$ cat src/sv/nfcs_pkg.sv
// Package for the NOR flash command sequencer: payload types, codes, job
// descriptor and the beat table of the unlock sequences.
// No dependencies.
`timescale 1ns / 1ps

package nfcs_pkg;

  // Defaults for top-level parameters
  localparam int ADDR_BITS_DEF   = 18;
  localparam int QUEUE_DEPTH_DEF = 4;

  // Fixed field widths
  localparam int BusAddrW = 18;
  localparam int PollW    = 24;
  localparam int StepW    = 3;
  localparam int PaddrW   = 3;

  localparam logic [PollW-1:0] MAX_POLLS_RST = 24'hFFFFFF;

  // Command codes
  localparam logic [1:0] CMD_ERASE   = 2'd0;
  localparam logic [1:0] CMD_PROGRAM = 2'd1;
  localparam logic [1:0] CMD_READ    = 2'd2;

  // Bus operation codes
  localparam logic [1:0] OP_WRITE = 2'd0;
  localparam logic [1:0] OP_READ  = 2'd1;
  localparam logic [1:0] OP_DONE  = 2'd2;

  // Done status codes
  localparam logic [1:0] ST_OK      = 2'd0;
  localparam logic [1:0] ST_TIMEOUT = 2'd1;
  localparam logic [1:0] ST_BUSY    = 2'd2;

  // Register index of max_polls
  localparam logic REG_MAX_POLLS = 1'b0;

  // Unlock word addresses and data bytes
  localparam logic [BusAddrW-1:0] UNLOCK_A = 18'h05555;
  localparam logic [BusAddrW-1:0] UNLOCK_B = 18'h02AAA;
  localparam logic [15:0] D_AA    = 16'h00AA;
  localparam logic [15:0] D_55    = 16'h0055;
  localparam logic [15:0] D_80    = 16'h0080;
  localparam logic [15:0] D_30    = 16'h0030;
  localparam logic [15:0] D_A0    = 16'h00A0;
  localparam int          DQ6_BIT = 6;

  // Final step index of the erase and program jobs
  localparam logic [StepW-1:0] ERASE_LAST   = 3'd6;
  localparam logic [StepW-1:0] PROGRAM_LAST = 3'd4;

  typedef enum logic [1:0] {
    JOB_ERASE,
    JOB_PROGRAM,
    JOB_SINGLE
  } job_kind_e;

  typedef struct packed {
    logic [1:0]  command;
    logic [18:0] byte_offset;
    logic [15:0] program_word;
    logic [15:0] read_data;
  } cmd_payload_t;

  typedef struct packed {
    logic [1:0]          bus_op;
    logic [BusAddrW-1:0] bus_address;
    logic [15:0]         bus_data;
    logic [1:0]          status;
    logic                last;
  } res_payload_t;

  // One queued job: a full unlock sequence or a single result
  typedef struct packed {
    job_kind_e           kind;
    logic [BusAddrW-1:0] addr;
    logic [15:0]         data;
    logic [1:0]          op;
    logic [1:0]          status;
  } job_t;

  // Push request from front to queue
  typedef struct packed {
    logic push;
    job_t job;
  } job_req_t;

  function automatic res_payload_t wr_beat(logic [BusAddrW-1:0] a, logic [15:0] d);
    res_payload_t r;
    r.bus_op      = OP_WRITE;
    r.bus_address = a;
    r.bus_data    = d;
    r.status      = ST_OK;
    r.last        = 1'b0;
    return r;
  endfunction

  // Result for a given step of a job
  function automatic res_payload_t make_beat(job_t j, logic [StepW-1:0] step);
    res_payload_t r;
    r.bus_op      = OP_READ;
    r.bus_address = j.addr;
    r.bus_data    = '0;
    r.status      = ST_OK;
    r.last        = 1'b1;
    unique case (j.kind)
      JOB_ERASE: begin
        case (step)
          3'd0: r = wr_beat(UNLOCK_A, D_AA);
          3'd1: r = wr_beat(UNLOCK_B, D_55);
          3'd2: r = wr_beat(UNLOCK_A, D_80);
          3'd3: r = wr_beat(UNLOCK_A, D_AA);
          3'd4: r = wr_beat(UNLOCK_B, D_55);
          3'd5: r = wr_beat(j.addr, D_30);
          default: ;
        endcase
      end
      JOB_PROGRAM: begin
        case (step)
          3'd0: r = wr_beat(UNLOCK_A, D_AA);
          3'd1: r = wr_beat(UNLOCK_B, D_55);
          3'd2: r = wr_beat(UNLOCK_A, D_A0);
          3'd3: r = wr_beat(j.addr, j.data);
          default: ;
        endcase
      end
      default: begin
        r.bus_op = j.op;
        r.status = j.status;
      end
    endcase
    return r;
  endfunction

endpackage

$ cat src/sv/nfcs_stream_if.sv
// Valid/ready stream interface carrying one payload struct.
// Payload type is a parameter, usually from nfcs_pkg.
`timescale 1ns / 1ps

interface nfcs_stream_if #(
  parameter type payload_t = logic
);
  logic     valid;
  logic     ready;
  payload_t payload;

  modport source (output valid, output payload, input ready);
  modport sink   (input valid, input payload, output ready);
endinterface

$ cat src/sv/nfcs_front.sv
// Front end: accepts commands and read data, tracks busy and toggle state,
// and pushes one job per producing item into the queue. Uses nfcs_pkg.
`timescale 1ns / 1ps

module nfcs_front #(
  parameter int ADDR_BITS = nfcs_pkg::ADDR_BITS_DEF
) (
  input  logic                         clk_i,
  input  logic                         rst_ni,
  nfcs_stream_if.sink                  cmd_i,
  input  logic [nfcs_pkg::PollW-1:0]   max_polls_i,
  input  logic                         q_full_i,
  output nfcs_pkg::job_req_t           job_req_o
);

  localparam int AW = nfcs_pkg::BusAddrW;
  localparam logic [AW-1:0] AddrMask =
    (ADDR_BITS >= AW) ? {AW{1'b1}} : AW'((64'd1 << ADDR_BITS) - 64'd1);

  logic                        busy_q, busy_d;
  logic                        have_first_q, have_first_d;
  logic                        prev_dq6_q, prev_dq6_d;
  logic [nfcs_pkg::PollW-1:0]  poll_q, poll_d, poll_next;
  logic [AW-1:0]               target_q, target_d, new_target;
  logic                        accept, dq6;
  nfcs_pkg::cmd_payload_t      p;

  assign cmd_i.ready = !q_full_i;
  assign accept      = cmd_i.valid && cmd_i.ready;
  assign p           = cmd_i.payload;
  assign dq6         = p.read_data[nfcs_pkg::DQ6_BIT];
  assign poll_next   = poll_q + 1'b1;
  assign new_target  = p.byte_offset[18:1] & AddrMask;

  // Classify the item and update the protocol state
  always_comb begin
    busy_d       = busy_q;
    have_first_d = have_first_q;
    prev_dq6_d   = prev_dq6_q;
    poll_d       = poll_q;
    target_d     = target_q;
    job_req_o.push       = 1'b0;
    job_req_o.job.kind   = nfcs_pkg::JOB_SINGLE;
    job_req_o.job.addr   = target_q;
    job_req_o.job.data   = '0;
    job_req_o.job.op     = nfcs_pkg::OP_READ;
    job_req_o.job.status = nfcs_pkg::ST_OK;
    if (accept) begin
      unique case (p.command) inside
        nfcs_pkg::CMD_ERASE, nfcs_pkg::CMD_PROGRAM: begin
          job_req_o.push = 1'b1;
          if (busy_q) begin
            job_req_o.job.op     = nfcs_pkg::OP_DONE;
            job_req_o.job.status = nfcs_pkg::ST_BUSY;
          end else begin
            target_d           = new_target;
            busy_d             = 1'b1;
            have_first_d       = 1'b0;
            prev_dq6_d         = 1'b0;
            poll_d             = '0;
            job_req_o.job.addr = new_target;
            job_req_o.job.data = {p.program_word[7:0], p.program_word[15:8]};
            job_req_o.job.kind = (p.command == nfcs_pkg::CMD_ERASE) ?
                                 nfcs_pkg::JOB_ERASE : nfcs_pkg::JOB_PROGRAM;
          end
        end
        nfcs_pkg::CMD_READ: begin
          if (busy_q) begin
            job_req_o.push = 1'b1;
            if (!have_first_q) begin
              have_first_d = 1'b1;
              prev_dq6_d   = dq6;
            end else if (dq6 == prev_dq6_q) begin
              busy_d           = 1'b0;
              have_first_d     = 1'b0;
              job_req_o.job.op = nfcs_pkg::OP_DONE;
            end else begin
              poll_d = poll_next;
              if (poll_next >= max_polls_i) begin
                busy_d               = 1'b0;
                have_first_d         = 1'b0;
                job_req_o.job.op     = nfcs_pkg::OP_DONE;
                job_req_o.job.status = nfcs_pkg::ST_TIMEOUT;
              end else begin
                prev_dq6_d = dq6;
              end
            end
          end
        end
        default: ;
      endcase
    end
  end

  // Hold protocol state
  always_ff @(posedge clk_i or negedge rst_ni) begin
    if (!rst_ni) begin
      busy_q       <= 1'b0;
      have_first_q <= 1'b0;
      prev_dq6_q   <= 1'b0;
      poll_q       <= '0;
      target_q     <= '0;
    end else begin
      busy_q       <= busy_d;
      have_first_q <= have_first_d;
      prev_dq6_q   <= prev_dq6_d;
      poll_q       <= poll_d;
      target_q     <= target_d;
    end
  end

endmodule

$ cat src/sv/nfcs_queue.sv
// Short job queue between front and back ends, held in flip-flops.
// Uses nfcs_pkg for the job types.
`timescale 1ns / 1ps

module nfcs_queue #(
  parameter int DEPTH = nfcs_pkg::QUEUE_DEPTH_DEF
) (
  input  logic               clk_i,
  input  logic               rst_ni,
  input  nfcs_pkg::job_req_t req_i,
  input  logic               pop_i,
  output logic               full_o,
  output logic               valid_o,
  output nfcs_pkg::job_t     head_o
);

  localparam int PtrW = (DEPTH > 1) ? $clog2(DEPTH) : 1;
  localparam int CntW = $clog2(DEPTH + 1);

  nfcs_pkg::job_t  mem_q [DEPTH];
  logic [PtrW-1:0] wr_q, rd_q;
  logic [CntW-1:0] cnt_q;
  logic            do_push, do_pop;

  assign full_o  = (cnt_q == CntW'(DEPTH));
  assign valid_o = (cnt_q != '0);
  assign head_o  = mem_q[rd_q];
  assign do_push = req_i.push && !full_o;
  assign do_pop  = pop_i && valid_o;

  // Write the entry at the tail
  always_ff @(posedge clk_i) begin
    if (do_push) begin
      mem_q[wr_q] <= req_i.job;
    end
  end

  // Advance pointers and count
  always_ff @(posedge clk_i or negedge rst_ni) begin
    if (!rst_ni) begin
      wr_q  <= '0;
      rd_q  <= '0;
      cnt_q <= '0;
    end else begin
      if (do_push) begin
        wr_q <= (wr_q == PtrW'(DEPTH - 1)) ? '0 : wr_q + 1'b1;
      end
      if (do_pop) begin
        rd_q <= (rd_q == PtrW'(DEPTH - 1)) ? '0 : rd_q + 1'b1;
      end
      case ({do_push, do_pop})
        2'b10:   cnt_q <= cnt_q + 1'b1;
        2'b01:   cnt_q <= cnt_q - 1'b1;
        default: ;
      endcase
    end
  end

endmodule

$ cat src/sv/nfcs_back.sv
// Back end: walks the head job step by step and emits one bus request per
// unstalled cycle via an output register. Uses nfcs_pkg, nfcs_stream_if.
`timescale 1ns / 1ps

module nfcs_back (
  input  logic                   clk_i,
  input  logic                   rst_ni,
  input  logic                   q_valid_i,
  input  nfcs_pkg::job_t         q_head_i,
  output logic                   q_pop_o,
  nfcs_stream_if.source          res_o
);

  logic [nfcs_pkg::StepW-1:0] step_q, step_d;
  logic                       out_valid_q, out_valid_d;
  nfcs_pkg::res_payload_t     out_q, beat;
  logic                       load;

  assign beat    = nfcs_pkg::make_beat(q_head_i, step_q);
  assign load    = q_valid_i && (!out_valid_q || res_o.ready);
  assign q_pop_o = load && beat.last;

  // Step through the job and refill the output register
  always_comb begin
    step_d      = step_q;
    out_valid_d = out_valid_q;
    if (load) begin
      out_valid_d = 1'b1;
      step_d      = beat.last ? '0 : step_q + 1'b1;
    end else if (res_o.ready) begin
      out_valid_d = 1'b0;
    end
  end

  always_ff @(posedge clk_i or negedge rst_ni) begin
    if (!rst_ni) begin
      step_q      <= '0;
      out_valid_q <= 1'b0;
    end else begin
      step_q      <= step_d;
      out_valid_q <= out_valid_d;
    end
  end

  // Hold the payload until taken
  always_ff @(posedge clk_i) begin
    if (load) begin
      out_q <= beat;
    end
  end

  assign res_o.valid   = out_valid_q;
  assign res_o.payload = out_q;

`ifndef SYNTHESIS
  a_step_range: assert property (@(posedge clk_i) disable iff (!rst_ni)
    step_q <= nfcs_pkg::ERASE_LAST)
    else $error("step counter beyond erase sequence");
  a_mid_job_head: assert property (@(posedge clk_i) disable iff (!rst_ni)
    step_q != '0 |-> q_valid_i)
    else $error("job left the queue before its last step");
  a_last_not_write: assert property (@(posedge clk_i) disable iff (!rst_ni)
    res_o.valid && res_o.payload.last |-> res_o.payload.bus_op != nfcs_pkg::OP_WRITE)
    else $error("write flagged as final result");
  a_done_is_last: assert property (@(posedge clk_i) disable iff (!rst_ni)
    res_o.valid && res_o.payload.bus_op == nfcs_pkg::OP_DONE |-> res_o.payload.last)
    else $error("done result not flagged last");
  a_pop_restarts: assert property (@(posedge clk_i) disable iff (!rst_ni)
    q_pop_o |=> step_q == '0)
    else $error("step counter not cleared after job");
`endif

endmodule

$ cat src/sv/nor_flash_command_sequencer.sv
// NOR flash command sequencer, top level: APB register, front end, job queue, back end.
// An accepted item is written to the queue, then loaded into the output register. The
// back end gives one result per cycle while the result side takes them: an erase item
// yields six writes and a read, a program item four writes and a read, others one. The
// front takes an item per cycle while the queue has room. Reset (async, active low)
// clears state, empties the queue and sets max_polls to all ones; no clearing pass.
`timescale 1ns / 1ps

module nor_flash_command_sequencer #(
  parameter int ADDR_BITS   = nfcs_pkg::ADDR_BITS_DEF,
  parameter int QUEUE_DEPTH = nfcs_pkg::QUEUE_DEPTH_DEF
) (
  input  logic                         clk_i,
  input  logic                         rst_ni,
  nfcs_stream_if.sink                  cmd_i,
  nfcs_stream_if.source                res_o,
  input  logic                         psel,
  input  logic                         penable,
  input  logic                         pwrite,
  input  logic [nfcs_pkg::PaddrW-1:0]  paddr,
  input  logic [31:0]                  pwdata,
  output logic [31:0]                  prdata,
  output logic                         pready
);

  logic [nfcs_pkg::PollW-1:0] max_polls_q;
  nfcs_pkg::job_req_t         job_req;
  nfcs_pkg::job_t             q_head;
  logic                       q_full, q_valid, q_pop;
  logic                       reg_sel;

  // Configuration register
  assign pready  = 1'b1;
  assign reg_sel = (paddr[2] == nfcs_pkg::REG_MAX_POLLS);
  assign prdata  = reg_sel ? {8'd0, max_polls_q} : 32'd0;

  always_ff @(posedge clk_i or negedge rst_ni) begin
    if (!rst_ni) begin
      max_polls_q <= nfcs_pkg::MAX_POLLS_RST;
    end else if (psel && penable && pwrite && pready && reg_sel) begin
      max_polls_q <= pwdata[nfcs_pkg::PollW-1:0];
    end
  end

  nfcs_front #(
    .ADDR_BITS (ADDR_BITS)
  ) u_front (
    .clk_i       (clk_i),
    .rst_ni      (rst_ni),
    .cmd_i       (cmd_i),
    .max_polls_i (max_polls_q),
    .q_full_i    (q_full),
    .job_req_o   (job_req)
  );

  nfcs_queue #(
    .DEPTH (QUEUE_DEPTH)
  ) u_queue (
    .clk_i   (clk_i),
    .rst_ni  (rst_ni),
    .req_i   (job_req),
    .pop_i   (q_pop),
    .full_o  (q_full),
    .valid_o (q_valid),
    .head_o  (q_head)
  );

  nfcs_back u_back (
    .clk_i     (clk_i),
    .rst_ni    (rst_ni),
    .q_valid_i (q_valid),
    .q_head_i  (q_head),
    .q_pop_o   (q_pop),
    .res_o     (res_o)
  );

endmodule

$ cat src/flat_wrapper.sv
// flat-port wrapper written by rule: the top's interface ports become plain ports
module nor_flash_command_sequencer_flat import nfcs_pkg::*;
#(
  parameter int ADDR_BITS   = nfcs_pkg::ADDR_BITS_DEF,
  parameter int QUEUE_DEPTH = nfcs_pkg::QUEUE_DEPTH_DEF
)
  (clk_i, rst_ni, psel, penable, pwrite, paddr, pwdata, prdata, pready, cmd_i_valid, cmd_i_payload, cmd_i_ready, res_o_valid, res_o_payload, res_o_ready);
  nfcs_stream_if #(.payload_t(cmd_payload_t)) cmd_i_i ();
  nfcs_stream_if #(.payload_t(res_payload_t)) res_o_i ();
  input  logic clk_i;
  input  logic rst_ni;
  input  logic psel;
  input  logic penable;
  input  logic pwrite;
  input  logic [nfcs_pkg::PaddrW-1:0] paddr;
  input  logic [31:0] pwdata;
  output logic [31:0] prdata;
  output logic pready;
  input wire logic [$bits(cmd_i_i.valid)-1:0] cmd_i_valid;
  input wire logic [$bits(cmd_i_i.payload)-1:0] cmd_i_payload;
  output wire logic [$bits(cmd_i_i.ready)-1:0] cmd_i_ready;
  output wire logic [$bits(res_o_i.valid)-1:0] res_o_valid;
  output wire logic [$bits(res_o_i.payload)-1:0] res_o_payload;
  input wire logic [$bits(res_o_i.ready)-1:0] res_o_ready;
  assign cmd_i_i.valid = cmd_i_valid;
  assign cmd_i_i.payload = cmd_i_payload;
  assign cmd_i_ready = cmd_i_i.ready;
  assign res_o_valid = res_o_i.valid;
  assign res_o_payload = res_o_i.payload;
  assign res_o_i.ready = res_o_ready;
  nor_flash_command_sequencer #(.ADDR_BITS(ADDR_BITS), .QUEUE_DEPTH(QUEUE_DEPTH)) u_core (.clk_i(clk_i), .rst_ni(rst_ni), .cmd_i(cmd_i_i), .res_o(res_o_i), .psel(psel), .penable(penable), .pwrite(pwrite), .paddr(paddr), .pwdata(pwdata), .prdata(prdata), .pready(pready));
endmodule
$ cat config.mk
export PLATFORM = sky130hd
export DESIGN_NAME = nor_flash_command_sequencer_flat
export DESIGN_NICKNAME = d
export VERILOG_FILES = /design/src/sv/nfcs_pkg.sv /design/src/sv/nfcs_stream_if.sv /design/src/sv/nfcs_front.sv /design/src/sv/nfcs_queue.sv /design/src/sv/nfcs_back.sv /design/src/sv/nor_flash_command_sequencer.sv /design/src/flat_wrapper.sv
export SDC_FILE = /design/constraint.sdc
export NUM_CORES = 1
export LEC_CHECK = 0
export ABC_AREA = 1
export CAP_MARGIN = 30
export CELL_PAD_IN_SITES_DETAIL_PLACEMENT = 1
export CELL_PAD_IN_SITES_GLOBAL_PLACEMENT = 1
export CORE_MARGIN = 2
export CORE_UTILIZATION = 56
export CTS_BUF_LIST = sky130_fd_sc_hd__clkbuf_8
export CTS_CLUSTER_DIAMETER = 150
export DETAILED_ROUTE_END_ITERATION = 8
export DONT_BUFFER_PORTS = 1
export PLACE_DENSITY_LB_ADDON = 0.1
export SYNTH_ARGS = -nofsm -noshare
export SYNTH_HDL_FRONTEND = slang
export SYNTH_SLANG_ARGS = --single-unit
$ cat constraint.sdc
create_clock -name clk_i -period 8.1 [get_ports clk_i]
set_input_delay 0.81 -clock clk_i [delete_from_list [all_inputs] [get_ports clk_i]]
set_output_delay 0.81 -clock clk_i [all_outputs]
set_load 0.005 [all_outputs]
==> results of run 1 <==
-- layer usage --
metal	part of all wire, %	vias up	wire (µm)	GRT usage (%)
li1	-	4053	-	-
met3	4.6	62	1390	4.62
met5	0	-	0	0
met4	2.2	0	668	7.47
met1	44	4301	13300	34.0
met2	50	224	15100	44.8
-- logic make-up after synthesis --
logic type	share of synthesized area, %
AO/OA/AOI/OAI	9.76
multiplexers	3.16
AND/OR/NAND/NOR	13.4
flip-flops	62.5
other	0.0586
XOR/XNOR	1.09
adder cells (fa/ha/maj)	3.67
buffers and inverters	6.35
-- worst register-to-register path, cell delays in order (launching register included) --
cell and delay (ns):
dfrtp_1 0.36, buf_4 0.30, inv_2 0.70, nand3_2 0.21
nand2_4 0.19, nand2_4 0.16, inv_6 0.15, nand2_4 0.10
nand2_2 0.09, inv_2 0.05, nand2_4 0.10, nand2_4 0.07
inv_2 0.09, ha_1 0.14, inv_1 0.06, fa_1 0.37
a21oi_1 0.15, o21ai_0 0.11, xor2_1 0.15
-- sequential cells by signal (all words and copies together), names as in the netlist --
| signal | count |
|---|---|
| u_core.u_queue.wr_q | 2 |
| u_core.u_front.have_first_q | 1 |
| u_core.u_queue.cnt_q | 3 |
| u_core.u_front.target_q | 18 |
| u_core.u_back.res_o.payload | 39 |
| u_core.u_front.poll_q | 24 |
| u_core.u_queue.mem_q | 160 |
| u_core.max_polls_q | 24 |
| u_core.u_back.res_o.valid | 1 |
| u_core.u_front.prev_dq6_q | 1 |
| u_core.u_back.step_q | 3 |
| u_core.u_front.busy_q | 1 |
| u_core.u_queue.rd_q | 2 |
-- layout make-up --
cell class / instances / share of cell area (%)
sequential: 279 / 57.2
clock buffer: 47 / 4.62
timing repair buffer: 10 / 0.679
inverter: 139 / 3.77
tap: 285 / 2.55
multi-input combinational: 724 / 29.1
clock inverter: 39 / 2.16
-- layout by cell type, fill, tap and decap left out, types with 10 or more instances in the layout --
cell,count
nor2_1,185
nand2_1,160
o21ai_0,83
xor2_1,13
edfxtp_1,199
a21oi_1,58
dfrtp_1,55
clkinv_2,11
ha_1,36
nand3_1,21
o22ai_1,33
a21o_1,10
mux2_2,32
inv_1,139
clkbuf_8,47
dfstp_2,24
inv_2,12
-- repair_timing --
item / 4_1_cts / 5_1_grt
endpoints found under the hold margin: 56 / 0
gates resized for setup: 0 / 0
hold buffers: 1 / 0
-- stage by stage --
step / cell area [µm²] / utilization, %
final: 14000 / 62.1
after global routing: 14000 / 62.1
after CTS: 14000 / 62.1
after detailed placement: 13000 / 57.7
after global placement: 13000 / 57.7
after floorplan: 12800 / -
-- final timing paths --
check	to	slack, ns	cells past startpoint
worst max-delay path	u_core.u_queue.cnt_q[2]	4.42	18
worst min-delay path	u_core.max_polls_q[10]	0.09	0
worst max register to register	u_core.u_queue.cnt_q[2]	4.42	18
worst min register to register	u_core.u_queue.cnt_q[1]	0.49	2
max in group asynchronous	u_core.u_front.target_q[16]	7.69	1
min in group clk_i	u_core.u_back.res_o.valid	0.36	1
-- power by group through the flow --
stage,Combinational (mW),Sequential [mW],Clock (mW)
detailed placement,1.57,2.23,0
global placement,1.49,2.22,0
global route,1.78,2.24,1.35
floorplan,1.14,2.19,0
CTS,1.61,2.21,1.30
finish,1.60,2.21,1.28
==> results.yml, run 1 <==
status:
  run_status: "finished, final reports clean"
sta:
  rsz0062_at_grt: "no"
  fmax_ghz: 0.272
  slew_headroom_pct: 44.2
  hold_viol_final: 0
  fin_crit_sh_pct: 45.4
  fin_tns_setup_ns: 0
  fin_ws_ns: 4.42
  drv_slew: 0
  fin_skew_ns: 0.0148
  worst_hold_slack_ns: 0.0925
  worst_pin_slew_ns: 0.838
  fin_crit_ns: 3.68
  setup_viol: 0
yosys:
  yosysSeqAreaShare_pct: 62.5
  synth_common_cells: "edfxtp_1 (199), nor2_1 (189), nand2_1 (160)"
  yosysMostFrequentCell: "edfxtp_1"
  ys_ff_latch: 279
  yosys-top-cells-area: "edfxtp_1 (47%), dfrtp_1 (11%), nor2_1 (5.5%)"
  yosysTopAreaCell: "edfxtp_1"
  yosysTopAreaCellShare_pct: 46.6
  synth_area_mm2: 0.0128
  synthArstFlopShare_pct: 28.7
  ys.flop_type: "edfxtp_1"
  synth_edf_count: 199
  synth.avg_cell_area_um2: 10.8
  synth_cell_types: 48
  ys_warn_count: 0
  synthCells: 1186
die:
  die_w_um: 155
  num_io_pins: 169
  initial_core_util_pct: 56.8
  die_area_mm2: 0.0241
  core_area_mm2: 0.0226
  die_y_um: 155
  rows: 55
global_routing:
  antenna_found_initial: 0
  grt_max_degree: 81
  grt_overflow: 0
  grt_pass1_wl_mm: 48.8
  track_usage_pct: 26.0
  grt_pass1_vias: 9206
routing:
  drc_errors: 0
  drtIter0Drc: 461
  drt_first_pass_iters: 5
  wirelength_mm: 30.4
  via_per_inst: 5.67
  vias: 8640
  wire_per_inst_um: 19.9
  final_antenna_net_count: 0
setup_path:
  rr_startpoint: "u_core.u_queue.rd_q[1]"
  critPathMaxStageDelay_ns: 0.68
  cp.buffers_inverters: 6
  worst_ep_arrival_time_ns: 4.11
  crit_start: "u_core.u_queue.rd_q[1]"
  worst_setup_path_end_kind: "register"
  required_ns: 8.54
  start_kind: "register"
  cp_cell_sequence: "buf_4, inv_2, nand3_2, nand2_4, nand2_4, inv_6, nand2_4, nand2_2, inv_2, nand2_4, nand2_4, inv_2, ha_1, inv_1, fa_1, a21oi_1, o21ai_0, xor2_1"
  cp_slowest_cell: "inv_2"
  critPathMaxFanout: 43
  worstSetupPathType: "register to register"
  cp_top_family: "buffers and inverters"
  path_common_cell: "nand2_4"
clocking:
  clockRootBuffer: "clkbuf_8"
  cts.sinks: 279
  cts_buffer_depth: 3
  cts_setup_buffers: 0
  numCtsBuffers: 46
  path_clk_slew_ns: 0.06
  htree_levels: 2
  cts_tree: "built"
  insertion_delay_ns: 0.57
placement:
  post-place-ws_ns: 4.43
  dp_hpwl_mm: 19.1
  dp.cells: 1436
  gp_congestion: 0.829
  port_buffers: 0
finish:
  n_antenna_cell: 0
  nets: 1332
  fillers: 2412
  ff_latch_area_mm2: 0.00801
  multiInputGateArea_mm2: 0.00407
  syn_to_final_growth_pct: 9.26
  final_cells: 1523
  drive_gt1_share_pct: 14.4
power_and_ir_drop:
  share_seq_of_total_power_pct: 43.4
  switchingPower_mw: 1.85
  p_comb_share_pct: 31.5
  leakagePower_nw: 6.00
  switching_share_pct: 36.3
  power_per_cell_area_mw_per_mm2: 363
  ir_drop_mv: 0.274
  p_int_mw: 3.24
  p_clk_share_pct: 25.2
  total_power_mw: 5.09
run:
  cap_viol_max_count: 0
min_path:
  hp-class: "input port to async pin"
Note: power is estimated with default switching activity, not from simulation.
==> run 2, diff against run 1 <==
--- a/config.mk
+++ b/config.mk
@@ -10,7 +10,7 @@
 export CELL_PAD_IN_SITES_DETAIL_PLACEMENT = 1
 export CELL_PAD_IN_SITES_GLOBAL_PLACEMENT = 1
 export CORE_MARGIN = 2
-export CORE_UTILIZATION = 56
+export CORE_UTILIZATION = 47
 export CTS_BUF_LIST = sky130_fd_sc_hd__clkbuf_8
 export CTS_CLUSTER_DIAMETER = 150
 export DETAILED_ROUTE_END_ITERATION = 8
==> constraint.sdc (replaced) <==
create_clock -name clk_i -period 3.37 [get_ports clk_i]
set_input_delay 0.337 -clock clk_i [delete_from_list [all_inputs] [get_ports clk_i]]
set_output_delay 0.337 -clock clk_i [all_outputs]
set_load 0.005 [all_outputs]
==> run 2 against run 1 <==
Net effect:
- largest power group unchanged
- cell count rose by 7.6%
- combinational power is 140% higher
- final area up 4.9%
- non-clock buffer count is 56 higher
- critical path depth decreased by 2
- wire length grew 1.2%
==> results.yml, run 2 (synthesis gave the netlist of run 1 again) <==
status:
  run_status: "finished, final reports clean"
clocking:
  cts_buffer_depth: 3
  cts.sinks: 279
  clockRootBuffer: "clkbuf_8"
  htree_levels: 2
  cts_tree: "built"
  numCtsBuffers: 48
  insertion_delay_ns: 0.57
  path_clk_slew_ns: 0.06
power_and_ir_drop:
  p_clk_share_pct: 24.8
  switchingPower_mw: 4.35
  total_power_mw: 12.2
  power_per_cell_area_mw_per_mm2: 829
  switching_share_pct: 35.8
  share_seq_of_total_power_pct: 43.4
  p_int_mw: 7.82
  p_comb_share_pct: 31.9
  ir_drop_mv: 0.404
  leakagePower_nw: 6.27
min_path:
  hp-class: "input port to register"
die:
  core_area_mm2: 0.0269
  die_w_um: 169
  num_io_pins: 169
  rows: 60
  die_y_um: 169
  die_area_mm2: 0.0286
  initial_core_util_pct: 47.7
global_routing:
  antenna_found_initial: 0
  track_usage_pct: 21.7
  grt_max_degree: 81
  grt_pass1_vias: 9159
  grt_overflow: 0
  grt_pass1_wl_mm: 48.4
routing:
  vias: 8609
  drt_first_pass_iters: 5
  wirelength_mm: 30.8
  wire_per_inst_um: 18.8
  drtIter0Drc: 434
  via_per_inst: 5.25
  final_antenna_net_count: 0
  drc_errors: 0
setup_path:
  required_ns: 3.67
  critPathMaxFanout: 5
  worstSetupPathType: "register to register"
  worst_setup_path_end_kind: "register"
  start_kind: "register"
  worst_ep_arrival_time_ns: 3.42
finish:
  nets: 1390
  largest_register_ffs: 160
  top_register: "u_core.u_queue.mem_q"
  syn_to_final_growth_pct: 14.6
  ff_latch_area_mm2: 0.00801
  fillers: 2875
  layout_common_cells: "edfxtp_1 (199), nor2_1 (184), nand2_1 (157)"
  multiInputGateArea_mm2: 0.00412
  n_antenna_cell: 0
  drive_gt1_share_pct: 15.5
  final_common_cell: "edfxtp_1"
  final_core_util_pct: 54.7
sta:
  fmax_ghz: 0.321
  worst_pin_slew_ns: 0.686
  fin_ws_ns: 0.257
  setup_viol: 0
  fin_crit_sh_pct: 92.4
  fin_skew_ns: 0.0278
  fin_crit_ns: 3.11
  hold_viol_final: 0
  drv_slew: 0
  slew_headroom_pct: 54.3
placement:
  port_buffers: 0
  gp_congestion: 0.805
  dp_hpwl_mm: 19.4
  post-place-ws_ns: 0.129
run:
  cap_viol_max_count: 0
==> run 2: cell count changes in the layout (fill, tap and decap cells not counted), moves of 2 or more <==
cell	before	now
dlygate4sd3_1	0	47
nor2_4	5	7
nand2_1	160	157
nor4_1	5	3
clkinvlp_4	2	0
inv_8	0	2
nor4_2	0	2
clkbuf_8	47	61
nand2_2	8	11
bufinv_16	5	0
clkinv_2	11	8
buf_4	9	18
==> run 2: final cells by class <==
class / instances / area share (%)
timing repair buffer: 66 / 4.31
multi-input combinational: 724 / 28.0
tap: 341 / 2.90
sequential: 279 / 54.5
clock buffer: 61 / 5.72
clock inverter: 29 / 0.903
inverter: 139 / 3.59
==> run 2: metrics by stage <==
step / hold WS, ns / setup TNS [ns] / instance area, µm² / std cells
2_1_floorplan: 0.0414 / 0 / 12900 / 1193
3_3_place_gp: 0.0440 / 0 / 13200 / 1499
3_5_place_dp: 0.0448 / 0 / 13200 / 1499
4_1_cts: 0.00341 / 0 / 14600 / 1637
5_1_grt: 0.0116 / -0.0727 / 14700 / 1639
6_report: 0.0352 / 0 / 14700 / 1639
==> run 2: worst paths after layout <==
path,startpoint,to,slack (ns),cells after the start
max,u_core.u_front.poll_q[7],u_core.u_queue.mem_q[2][2],0.26,16
min in group asynchronous,rst_ni,u_core.u_queue.rd_q[1],0.40,2
max in group asynchronous,rst_ni,u_core.max_polls_q[18],2.60,2
min,cmd_i_payload[42],u_core.u_queue.mem_q[2][29],0.04,1
min reg2reg,u_core.u_queue.cnt_q[1],u_core.u_queue.cnt_q[1],0.49,2
max reg2reg,u_core.u_front.poll_q[7],u_core.u_queue.mem_q[2][2],0.26,16
==> run 2: critical path, stage by stage (launching register included) <==
cell     delay (ns)
dfrtp_1        0.43
inv_1          0.11
nor4_1         0.38
nand2_1        0.13
nor2_1         0.14
nand3_1        0.11
and2_1         0.20
ha_1           0.28
nand2_1        0.05
nor2_1         0.13
nand3_1        0.19
nor2_1         0.15
nand2_1        0.08
nand3_1        0.11
nand3_1        0.14
nand2_2        0.14
inv_1          0.08
==> run 2: what timing repair did <==
| action | 4_1_cts | 5_1_grt |
|---|---|---|
| setup endpoints to repair | 0 | 15 |
| resized for setup | 0 | 11 |
| hold endpoints to repair | 126 | 0 |
| setup buffers | 0 | 2 |
| hold buffers | 48 | 0 |
==> run 2: layer usage <==
layer,wire (µm),track usage (%)
met4,652,6.43
met2,15400,38.0
met3,1130,3.87
met1,13600,27.7
met5,0,0
==> run 2: power by group through the flow <==
stage	clock [mW]	sequential (mW)	combinational, mW
global placement	0	5.32	3.70
detailed placement	0	5.35	3.85
global route	3.23	5.37	4.34
CTS	3.10	5.29	3.93
floorplan	0	5.26	2.73
finish	3.02	5.28	3.88
